### config.mk
export PLATFORM = sky130hd
export DESIGN_NAME = lidar_sweep_controller
export DESIGN_NICKNAME = d
export VERILOG_FILES = /design/src/rtl/core/lsc_pkg.sv /design/src/rtl/core/lsc_core.sv /design/src/rtl/core/lidar_sweep_controller.sv
export SDC_FILE = /design/constraint.sdc
export NUM_CORES = 1
export LEC_CHECK = 0
export ABC_AREA = 0
export BUFFER_PORTS_ARGS = -buffer_cell sky130_fd_sc_hd__buf_4
export CORE_ASPECT_RATIO = 1.75
export CORE_MARGIN = 2
export CORE_UTILIZATION = 40
export DETAILED_ROUTE_END_ITERATION = 8
export GPL_ROUTABILITY_DRIVEN = 0
export PLACE_DENSITY_LB_ADDON = 0.15
export SYNTH_ARGS = -nofsm -noshare
export SYNTH_HDL_FRONTEND = slang
export SYNTH_SLANG_ARGS = --single-unit
export TNS_END_PERCENT = 30
### constraint.sdc
create_clock -name clk -period 8.5 [get_ports clk]
set_clock_uncertainty 0.2 [all_clocks]
set_input_delay 0.425 -clock clk [delete_from_list [all_inputs] [get_ports clk]]
set_output_delay 0.425 -clock clk [all_outputs]
set_load 0.03 [all_outputs]
### src/rtl/core/lsc_pkg.sv
`timescale 1ns / 1ps
`default_nettype none

package lsc_pkg;

	localparam int unsigned AngleW = 16;
	localparam int unsigned StepW  = 32;
	localparam int unsigned RangeW = 16;
	localparam int unsigned AgeW   = 16;
	localparam int unsigned SpeedW = 7;
	localparam int unsigned DriveW = 8;
	localparam int unsigned CfgIdxW  = 3;
	localparam int unsigned CfgDataW = 16;

	localparam logic [SpeedW-1:0] SpeedCap = SpeedW'(100);
	localparam logic [AgeW-1:0]   AgeMax   = {AgeW{1'b1}};

	// register indexes
	localparam logic [CfgIdxW-1:0] RegMinAngle  = 3'd0;
	localparam logic [CfgIdxW-1:0] RegMaxAngle  = 3'd1;
	localparam logic [CfgIdxW-1:0] RegAngleStep = 3'd2;
	localparam logic [CfgIdxW-1:0] RegSpeed     = 3'd3;
	localparam logic [CfgIdxW-1:0] RegStuck     = 3'd4;
	localparam logic [CfgIdxW-1:0] RegCooldown  = 3'd5;

	typedef struct packed {
		logic signed [AngleW-1:0] angle_lo;
		logic signed [AngleW-1:0] angle_hi;
		logic [AngleW-1:0]        angle_step;
		logic [SpeedW-1:0]        speed_mag;
		logic [AgeW-1:0]          stuck_ticks;
		logic [AgeW-1:0]          cooldown_ticks;
	} cfg_t;

	typedef struct packed {
		logic                     moving_forward;
		logic                     sampling_on;
		logic [StepW-1:0]         prev_step;
		logic                     step_seen;
		logic [AgeW-1:0]          idle_age;
		logic [AgeW-1:0]          change_age;
		logic signed [AngleW-1:0] last_sample_angle;
		logic                     have_sample;
		logic [AgeW-1:0]          sweep_count;
	} state_t;

	typedef struct packed {
		logic signed [DriveW-1:0] drive;
		logic                     sample_valid;
		logic signed [AngleW-1:0] sample_angle;
		logic [RangeW-1:0]        sample_range;
		logic                     scan_done;
		logic [AgeW-1:0]          scan_length;
	} result_t;

	function automatic logic [AgeW-1:0] sat_inc(input logic [AgeW-1:0] v);
		sat_inc = (v == AgeMax) ? AgeMax : v + AgeW'(1);
	endfunction

endpackage

`default_nettype wire

### src/rtl/core/lsc_core.sv
`timescale 1ns / 1ps
`default_nettype none

module lsc_core import lsc_pkg::*; (
	input  cfg_t                     cfg,
	input  state_t                   st,
	input  logic signed [AngleW-1:0] angle,
	input  logic [StepW-1:0]         step_count,
	input  logic [RangeW-1:0]        range,
	output state_t                   st_next,
	output result_t                  res
);

	logic              step_changed;
	logic [AgeW-1:0]   idle_next;
	logic [AgeW-1:0]   change_inc;
	logic              stuck;
	logic              cooled;
	logic [SpeedW-1:0] speed;
	logic              stuck_turn;
	logic              fwd_turn;
	logic              bwd_turn;
	logic              fwd_next;
	logic              sampling_next;
	logic signed [AngleW:0] diff;
	logic [AngleW:0]   abs_diff;
	logic              take;
	logic [AgeW-1:0]   count_base;

	always_comb begin
		step_changed = !st.step_seen || (step_count != st.prev_step);
		idle_next    = step_changed ? '0 : sat_inc(st.idle_age);
		change_inc   = sat_inc(st.change_age);
		stuck        = idle_next > cfg.stuck_ticks;
		cooled       = change_inc > cfg.cooldown_ticks;
		speed        = (cfg.speed_mag > SpeedCap) ? SpeedCap : cfg.speed_mag;
		stuck_turn   = stuck && cooled && (speed != '0);

		fwd_turn = (angle < cfg.angle_lo) || (stuck_turn && !st.moving_forward);
		bwd_turn = !fwd_turn && ((angle > cfg.angle_hi) || (stuck_turn && st.moving_forward));

		fwd_next      = fwd_turn ? 1'b1 : (bwd_turn ? 1'b0 : st.moving_forward);
		sampling_next = fwd_turn ? 1'b1 : (bwd_turn ? 1'b0 : st.sampling_on);

		diff     = {st.last_sample_angle[AngleW-1], st.last_sample_angle}
			- {angle[AngleW-1], angle};
		abs_diff = diff[AngleW] ? (AngleW+1)'(-diff) : (AngleW+1)'(diff);
		take     = sampling_next && (!st.have_sample || (abs_diff > {1'b0, cfg.angle_step}));

		count_base = bwd_turn ? '0 : st.sweep_count;

		st_next.moving_forward    = fwd_next;
		st_next.sampling_on       = sampling_next;
		st_next.prev_step         = step_count;
		st_next.step_seen         = 1'b1;
		st_next.idle_age          = idle_next;
		st_next.change_age        = fwd_turn ? '0 : change_inc;
		st_next.last_sample_angle = take ? angle : st.last_sample_angle;
		st_next.have_sample       = st.have_sample || take;
		st_next.sweep_count       = take ? sat_inc(count_base) : count_base;

		res.drive        = fwd_next ? DriveW'(speed) : DriveW'(0) - DriveW'(speed);
		res.sample_valid = take;
		res.sample_angle = take ? angle : '0;
		res.sample_range = take ? range : '0;
		res.scan_done    = bwd_turn && (st.sweep_count != '0);
		res.scan_length  = (bwd_turn && (st.sweep_count != '0)) ? st.sweep_count : '0;
	end

endmodule

`default_nettype wire

### src/rtl/core/lidar_sweep_controller.sv
`timescale 1ns / 1ps
`default_nettype none

// a transferred poll tick's result is held in the registered result output
// throughput: one tick per cycle unless the output stalls; the state update is
// a single compare-and-count pass; the result register lets a new tick in while
// the current result waits, as long as the output side is not stalling
// reset (arst_n low): config/state registers to defaults, pivot forward, sampling off
module lidar_sweep_controller import lsc_pkg::*; (
	input  logic                     clk,
	input  logic                     arst_n,
	// configuration write port
	input  logic                     cfg_wen,
	input  logic [CfgIdxW-1:0]       cfg_index,
	input  logic [CfgDataW-1:0]      cfg_data,
	// poll tick input
	input  logic                     in_valid,
	output logic                     in_stall,
	input  logic signed [AngleW-1:0] angle,
	input  logic [StepW-1:0]         step_count,
	input  logic [RangeW-1:0]        range,
	// result output
	output logic                     out_valid,
	input  logic                     out_stall,
	output logic signed [DriveW-1:0] drive,
	output logic                     sample_valid,
	output logic signed [AngleW-1:0] sample_angle,
	output logic [RangeW-1:0]        sample_range,
	output logic                     scan_done,
	output logic [AgeW-1:0]          scan_length
);

	cfg_t    cfg_q;
	state_t  st_q;
	state_t  st_next;
	result_t res;
	result_t res_q;
	logic    out_valid_q;
	logic    in_xfer;

	// configuration registers, to be written by the user only while the block is idle; the block leaves this unchecked
	always_ff @(posedge clk or negedge arst_n) begin
		if (!arst_n) begin
			cfg_q.angle_lo       <= -16'sd9000;
			cfg_q.angle_hi       <= 16'sd9000;
			cfg_q.angle_step     <= 16'd100;
			cfg_q.speed_mag      <= 7'd100;
			cfg_q.stuck_ticks    <= 16'd5;
			cfg_q.cooldown_ticks <= 16'd25;
		end else if (cfg_wen) begin
			case (cfg_index)
				RegMinAngle:  cfg_q.angle_lo       <= cfg_data;
				RegMaxAngle:  cfg_q.angle_hi       <= cfg_data;
				RegAngleStep: cfg_q.angle_step     <= cfg_data;
				RegSpeed:     cfg_q.speed_mag      <= cfg_data[SpeedW-1:0];
				RegStuck:     cfg_q.stuck_ticks    <= cfg_data;
				RegCooldown:  cfg_q.cooldown_ticks <= cfg_data;
				default: ;
			endcase
		end
	end

	// a tick is taken whenever the result register is free or being drained
	assign in_stall = out_valid_q && out_stall;
	assign in_xfer  = in_valid && !in_stall;

	lsc_core u_core (
		.cfg        (cfg_q),
		.st         (st_q),
		.angle      (angle),
		.step_count (step_count),
		.range      (range),
		.st_next    (st_next),
		.res        (res)
	);

	// sweep state advances once per transferred tick
	always_ff @(posedge clk or negedge arst_n) begin
		if (!arst_n) begin
			st_q.moving_forward    <= 1'b1;
			st_q.sampling_on       <= 1'b0;
			st_q.prev_step         <= '0;
			st_q.step_seen         <= 1'b0;
			st_q.idle_age          <= '0;
			st_q.change_age        <= '0;
			st_q.last_sample_angle <= '0;
			st_q.have_sample       <= 1'b0;
			st_q.sweep_count       <= '0;
		end else if (in_xfer) begin
			st_q <= st_next;
		end
	end

	// result register: valid is control, payload loads with each tick
	always_ff @(posedge clk or negedge arst_n) begin
		if (!arst_n) begin
			out_valid_q <= 1'b0;
		end else if (in_xfer) begin
			out_valid_q <= 1'b1;
		end else if (!out_stall) begin
			out_valid_q <= 1'b0;
		end
	end

	always_ff @(posedge clk) begin
		if (in_xfer) begin
			res_q <= res;
		end
	end

	assign out_valid    = out_valid_q;
	assign drive        = res_q.drive;
	assign sample_valid = res_q.sample_valid;
	assign sample_angle = res_q.sample_angle;
	assign sample_range = res_q.sample_range;
	assign scan_done    = res_q.scan_done;
	assign scan_length  = res_q.scan_length;

	// a turn backward ends sampling, so a sweep publish never carries a sample
	a_done_no_sample: assert property (@(posedge clk) disable iff (!arst_n)
		out_valid |-> !(scan_done && sample_valid))
		else $error("scan_done together with sample_valid");

	// scan length only reported with a publish, and never zero then
	a_length_with_done: assert property (@(posedge clk) disable iff (!arst_n)
		out_valid |-> (scan_done == (scan_length != '0)))
		else $error("scan_length does not match scan_done");

	// every transferred tick yields a result in the next cycle
	a_tick_result: assert property (@(posedge clk) disable iff (!arst_n)
		(in_valid && !in_stall) |=> out_valid)
		else $error("transferred tick without result");

endmodule

`default_nettype wire

# Yosys cells after proc, flatten, opt, wreduce, memory -nomap -nowiden
# Index checks and enable logic that the tools add are counted.
dict set report totals {
  reg_bits 246
  inputBits 88
  out_inout_bits 60
  elab_cells 90
}
dict set report classes {
  n_addsub 6
  magnitude_cmp 6
  eq_ne 10
  n_mux 16
  n_reduce_logical 29
}
# cell n
set op_table {}
lappend op_table {{2-to-1 mux 16 bit} 7}
lappend op_table {{adder 16 x 1 -> 16 bit (second input constant)} 3}
lappend op_table {{== test 16 bit (second input constant)} 3}
lappend op_table {{> comparator 16 bit} 3}
lappend op_table {{inequality test 32 bit} 1}
lappend op_table {{> comparator 17 x 16 -> 1 bit} 1}
lappend op_table {{2-to-1 mux 17 bit} 1}
lappend op_table {{negator 17 bit} 1}
lappend op_table {{subtractor 16 x 16 -> 17 bit} 1}
lappend op_table {{less-than comparator 16 bit} 1}
lappend op_table {{nonzero test 16 bit} 1}
lappend op_table {{2-to-1 mux 7 bit} 2}
lappend op_table {{AND reduction 2 bit} 7}
lappend op_table {{logical AND 1 bit} 9}
lappend op_table {{subtractor 1 x 7 -> 8 bit (first input constant)} 1}
lappend op_table {{> comparator 7 bit (second input constant)} 1}
lappend op_table {{nonzero test 7 bit} 1}
lappend op_table {{== test 3 x 2 -> 1 bit (second input constant)} 2}
lappend op_table {{== test 3 bit (second input constant)} 2}
lappend op_table {{2-to-1 mux 1 bit} 6}
lappend op_table {{logical NOT 1 bit} 5}
lappend op_table {{logical OR 1 bit} 5}
lappend op_table {{== test 3 x 1 -> 1 bit (second input constant)} 1}
lappend op_table {{logical NOT 3 bit} 1}
lappend op_table {{inequality test 2 x 1 -> 1 bit (second input constant)} 1}

# Depth between registers and ports, before layout
dict set report depth {
  depth_word 14
  ltp_mapped 31
  mapped_depth_nobuf 26
}

# By module
# Synthesis repeated with hierarchy kept, for this count alone.
dict set report unflattened {
  hier_cells 1341
  hier_area_um2 14841.7
}
# module n_inst cells_per_inst area_per_inst_um2 seq_area_each_um2
set by_module_without_submodules {}
lappend by_module_without_submodules {lidar_sweep_controller 1 462 8847.2 6478.7}
lappend by_module_without_submodules {lsc_core 1 879 5994.5 0.0}

# Worst setup path after synthesis
# No wires, ideal clock.
dict set report synth_path {
  path_kind {register to register}
  start {register st_q[33] (netlist name)}
  end {register st_q[15] (netlist name)}
  setup_ns 0.127
  t_arrival_ns 6.458
  required_ns 8.173
  slack_ns 1.715
  path_stages_with_launch 31
  n_path_buf 6
  synth_period_minus_slack_ns 6.785
  path_cell_list {dfrtp_1 > ha_1 > and4_1 > and2_1 > clkbuf_1 > and4_1 > and3_1 > and3_1 > clkbuf_1 > nand4_1 > clkbuf_1 > clkbuf_1 > clkbuf_1 > nand2_1 > ha_1 > a21o_1 > a21oi_1 > o21ai_0 > a221oi_1 > a211o_1 > mux2_2 > nor2_1 > clkbuf_1 > nor2b_1 > ha_1 > and4_1 > and3_1 > and3_1 > nand4_1 > a21oi_1 > mux2_1}
}
dict set report synth_between {
  elab_chain_cells 13
  elab_cells_between_ends 20
  classes_between {add/sub (2); order compare (1); eq/ne (2); mux (6); reduce/logical (9)}
}
# element line_no
set synth_rtl {}
lappend synth_rtl {{start: declaration} lidar_sweep_controller.sv:34} ;# state_t st_q;
lappend synth_rtl {{start signal: assignment} lidar_sweep_controller.sv:90} ;# st_q <= st_next;
lappend synth_rtl {{adder 16 x 1 -> 16 bit or == test 16 bit (tied branches)} lsc_pkg.sv:57} ;# sat_inc = (v == AgeMax) ? AgeMax : v + AgeW'(1);
lappend synth_rtl {{2-to-1 mux 16 bit (*)} lsc_pkg.sv:57}
lappend synth_rtl {{> comparator 16 bit (*)} lsc_core.sv:35} ;# cooled = change_inc > cfg.cooldown_ticks;
lappend synth_rtl {{logical AND 1 bit (*) (2 in a row)} lsc_core.sv:37} ;# stuck_turn = stuck && cooled && (speed != '0);
lappend synth_rtl {{logical AND 1 bit} lsc_core.sv:39} ;# fwd_turn = (angle < cfg.angle_lo) || (stuck_turn && !st.moving_forward);
lappend synth_rtl {{logical OR 1 bit} lsc_core.sv:39}
lappend synth_rtl {{logical NOT 1 bit} lsc_core.sv:40} ;# bwd_turn = !fwd_turn && ((angle > cfg.angle_hi) || (stuck_turn && st.moving_forward));
lappend synth_rtl {{logical AND 1 bit} lsc_core.sv:40}
lappend synth_rtl {{2-to-1 mux 16 bit or 2-to-1 mux 1 bit (tied branches)} {lsc_core.sv:50, lsc_core.sv:43}}
lappend synth_rtl {{adder 16 x 1 -> 16 bit, or another cell as far along} lsc_pkg.sv:57}
lappend synth_rtl {{2-to-1 mux 16 bit or logical AND 1 bit (tied branches)} {lsc_pkg.sv:57, lsc_core.sv:48}}
lappend synth_rtl {{2-to-1 mux 16 bit (*)} lsc_core.sv:60} ;# st_next.sweep_count = take ? sat_inc(count_base) : count_base;
# Mark *: on every way between the ends. The rest lies on a longest branch, timed or not.
# A chain may end at the register's enable or synchronous reset.

# Final worst setup path
dict set report layout_path {
  start {register st_q[33] (netlist name)}
  end {register st_q[2] (netlist name)}
}
# Same word-level chain as after synthesis.

==> metrics.csv <==
stage,metric,value,unit
status,outcome,"complete, no violations",
power,Sequential Power Share,33.1,%
critical_path,r2r worst-path depth,25,
detailed_routing,top layer in use,met4,
detailed_routing,Post-DRT Antenna Nets,0,
clock_tree,Resize count post-CTS,0,
placement,Placed Area,15800,µm²
power,Psw,1.82,mW
floorplanning,Initial Utilization,40.4,%
floorplanning,die area,37100,µm²
sta,min Tclk post-route,7.14,ns
power,Leak,7.95,nW
final_layout,FILL cells,3248,
placement,final HPWL from detailed placement,26.5,mm
synthesis,synthesized flop and latch total,246,
floorplanning,Rows,91,
critical_path,Arrival @ worst endpoint,7.40,ns
sta,Worst-Margin Slew,1.02,ns
sta,"Slew Viols, Final",0,
detailed_routing,final wirelength,37.1,mm
synthesis,mean post-synth cell area,9.57,µm²
sta,Max Fclk,140,MHz
detailed_routing,DR WL met3,1.04,mm
clock_tree,H-tree depth,1,
critical_path,"Req. time, crit path",8.76,ns
floorplanning,Core Footprint,35200,µm²
critical_path,critical path endpoint,st_q[2],
detailed_routing,DR iter-0 viols,564,
critical_path,CP startpoint kind,flip-flop,
detailed_routing,Avg WL per Cell,17.1,µm
job,Max Cap Viol,0,
synthesis,Mapped Cells,1486,
synthesis,Syn Nets,1675,
clock_tree,Clock transition at path regs,0.07,ns
synthesis,Synth area leaders,"dfrtp_1 (29%), edfxtp_1 (12%), ha_1 (8.8%)",
detailed_routing,routed via count,11323,
clock_tree,TritonCTS buffer count,25,
critical_path,reg2reg end,st_q[2],
final_layout,final instance area,17500,µm²
critical_path,crit end category,flip-flop,
clock_tree,CTS tree,yes,
critical_path,R2R Path Start,st_q[33],
power,power density over the cells,278,nW/µm²
critical_path,crit path launch,st_q[33],
floorplanning,Die Height,253,µm
sta,setup violators final,0,
global_routing,GRT Util Overall,20.2,%
sta,post-route setup TNS,0,ns
floorplanning,Die Wd,147,µm
clock_tree,clock latency on the worst-skew pair,0.55,ns
global_routing,vias in the first global route,11617,
sta,final period utilization,84.0,%
final_layout,Final nets,1882,
min_path,Worst Hold Class,in -> reg,
sta,Final Hold Viols,0,
synthesis,post-synth top area share,28.5,%
synthesis,"EDFF count, synth",58,
placement,port bufs,147,
clock_tree,CTS sink cnt,246,
power,Worst VDD drop,0.173,mV
synthesis,Synth top cells by count,"nand2_1 (250), dfrtp_1 (162), inv_1 (110)",
floorplanning,Ports,148,
final_layout,n_diodes,0,
detailed_routing,routed wire length on met2,20.7,mm
global_routing,first-pass GRT wire length,60.2,mm
synthesis,register area share after synthesis,45.6,%
clock_tree,clk buf depth,3,
detailed_routing,Pre-antenna DRT Iters,5,
synthesis,share of flip-flops with an asynchronous set or reset,76.4,%
critical_path,flop2flop setup slack,1.36,ns
sta,RSZ-0062 raised after global routing,no,
synthesis,Post-synth top flop,dfrtp_1,
detailed_routing,DRC,0,
final_layout,share of cells above drive strength 1,17.4,%
power,Comb pwr share,43.9,%
synthesis,Synth Cell Area,14200,µm²
global_routing,GRT overflow,0,
clock_tree,post-CTS setup buffers,0,
power,Switching Fraction,37.6,%
synthesis,post-synth top area cell,dfrtp_1,
synthesis,"count leader, synth",nand2_1,
power,clock share of power,23.0,%
critical_path,crit path max fanout,26,
clock_tree,CTS root buf,clkbuf_16,
critical_path,critical path class,reg -> reg,
synthesis,Ys Warns,0,
global_routing,pin count of the biggest net entering global routing,117,
power,internal power,3.03,mW
detailed_routing,routed vias/inst,5.20,
synthesis,Unique masters post-synth,74,
sta,relative slew slack,32.3,%
global_routing,initial antenna violation count,1,
detailed_routing,WL met1,14.4,mm
final_layout,Area Growth Syn to Fin,22.8,%
## critical path, stage by stage, from the launching register on
cell      delay, ns
dfrtp_1        0.40
ha_1           0.26
and4_1         0.27
and2_1         0.27
and4_1         0.30
and3_1         0.23
and3_1         0.27
nand4_1        0.52
nand2b_1       0.31
ha_1           0.27
nor2b_1        0.13
o211ai_1       0.17
a21oi_1        0.10
o311ai_0       0.47
a211o_1        0.29
mux2_2         0.19
nor2_1         0.04
buf_4          0.22
nor2b_1        0.14
ha_1           0.22
and4_1         0.26
and3_1         0.22
and3_1         0.23
nand4_1        0.38
and2_1         0.38
a311oi_1       0.27
## routing by layer
metal	vias to the layer above	global-route usage (%)
met4	0	6.27
met2	177	40.5
met1	5491	22.2
met3	49	1.87
li1	5606	-
met5	-	0
## cell type report
type	instances	area (µm²)	area share [%]
clock buffer	35	693	3.97
clock inverter	10	119	0.681
inverter	111	419	2.40
multi-input combinational	1065	7130	40.8
sequential	246	6480	37.1
tap	465	582	3.33
timing repair buffer	244	2040	11.7
## placed cells by master, fill, tap and decap left out, types with 48 or more instances in the layout
master / synthesis / layout
nand2_1: 250 / 249
dfrtp_1: 162 / 162
buf_4: 0 / 161
inv_1: 110 / 110
ha_1: 100 / 100
o21ai_0: 93 / 93
dlygate4sd3_1: 0 / 82
a21oi_1: 70 / 70
xnor2_1: 60 / 60
edfxtp_1: 58 / 58
nor2_1: 57 / 57
mux2_2: 48 / 48
## power groups by stage
stage          Sequential [mW]  Clock (mW)  Combinational (mW)
6_report                  1.61        1.11                2.13
5_1_grt                   1.63        1.19                2.39
4_1_cts                   1.61        1.14                2.15
3_5_place_dp              1.63           0                2.11
3_3_place_gp              1.62           0                2.06
2_1_floorplan             1.73           0                1.40
## metrics by stage
stage	util, %	cells	worst slack [ns]	power, mW	hold WS (ns)
2_1_floorplan	-	1486	1.72	3.12	-0.0706
3_3_place_gp	45.0	2049	1.61	3.68	0.253
3_5_place_dp	45.0	2049	1.47	3.74	0.244
4_1_cts	49.6	2176	1.42	4.90	0.0175
5_1_grt	49.6	2176	0.818	5.21	0.0150
6_report	49.6	2176	1.36	4.85	0.0211
## sequential cells by signal, summed over array words and instances (netlist names)
name	cells
scan_done	1
sample_valid	1
scan_length	16
out_valid	1
sample_angle	16
sample_range	16
st_q	100
drive	8
cfg_q	87
## kinds of logic (layout without fill, tap and decap cells)
group | Yosys count | count (layout) | share of synthesized area (%)
multiplexers | 54 | 54 | 4.23
AO/OA/AOI/OAI | 298 | 298 | 13.5
adder cells (fa/ha/maj) | 101 | 101 | 8.94
AND/OR/NAND/NOR | 535 | 535 | 18.3
XOR/XNOR | 77 | 77 | 4.74
buffers and inverters | 175 | 400 | 4.66
flip-flops | 246 | 246 | 45.6
## worst min-delay path by stage
stage	start	endpoint	slack (ns)	cells after the start
2_1_floorplan	arst_n	cfg_q[10]	-0.07	0
3_3_place_gp	st_q[16]	st_q[16]	0.25	1
3_5_place_dp	st_q[16]	st_q[16]	0.24	1
4_1_cts	cfg_data[0]	cfg_q[32]	0.02	2
5_1_grt	cfg_data[0]	cfg_q[32]	0.01	2
6_report	cfg_data[0]	cfg_q[32]	0.02	2
## what timing repair did
action / 4_1_cts / 5_1_grt
hold endpoints to repair: 223 / 0
endpoints found under the setup margin: 0 / 0
hold buffers: 82 / 0
(Power assumes the default switching activity.)
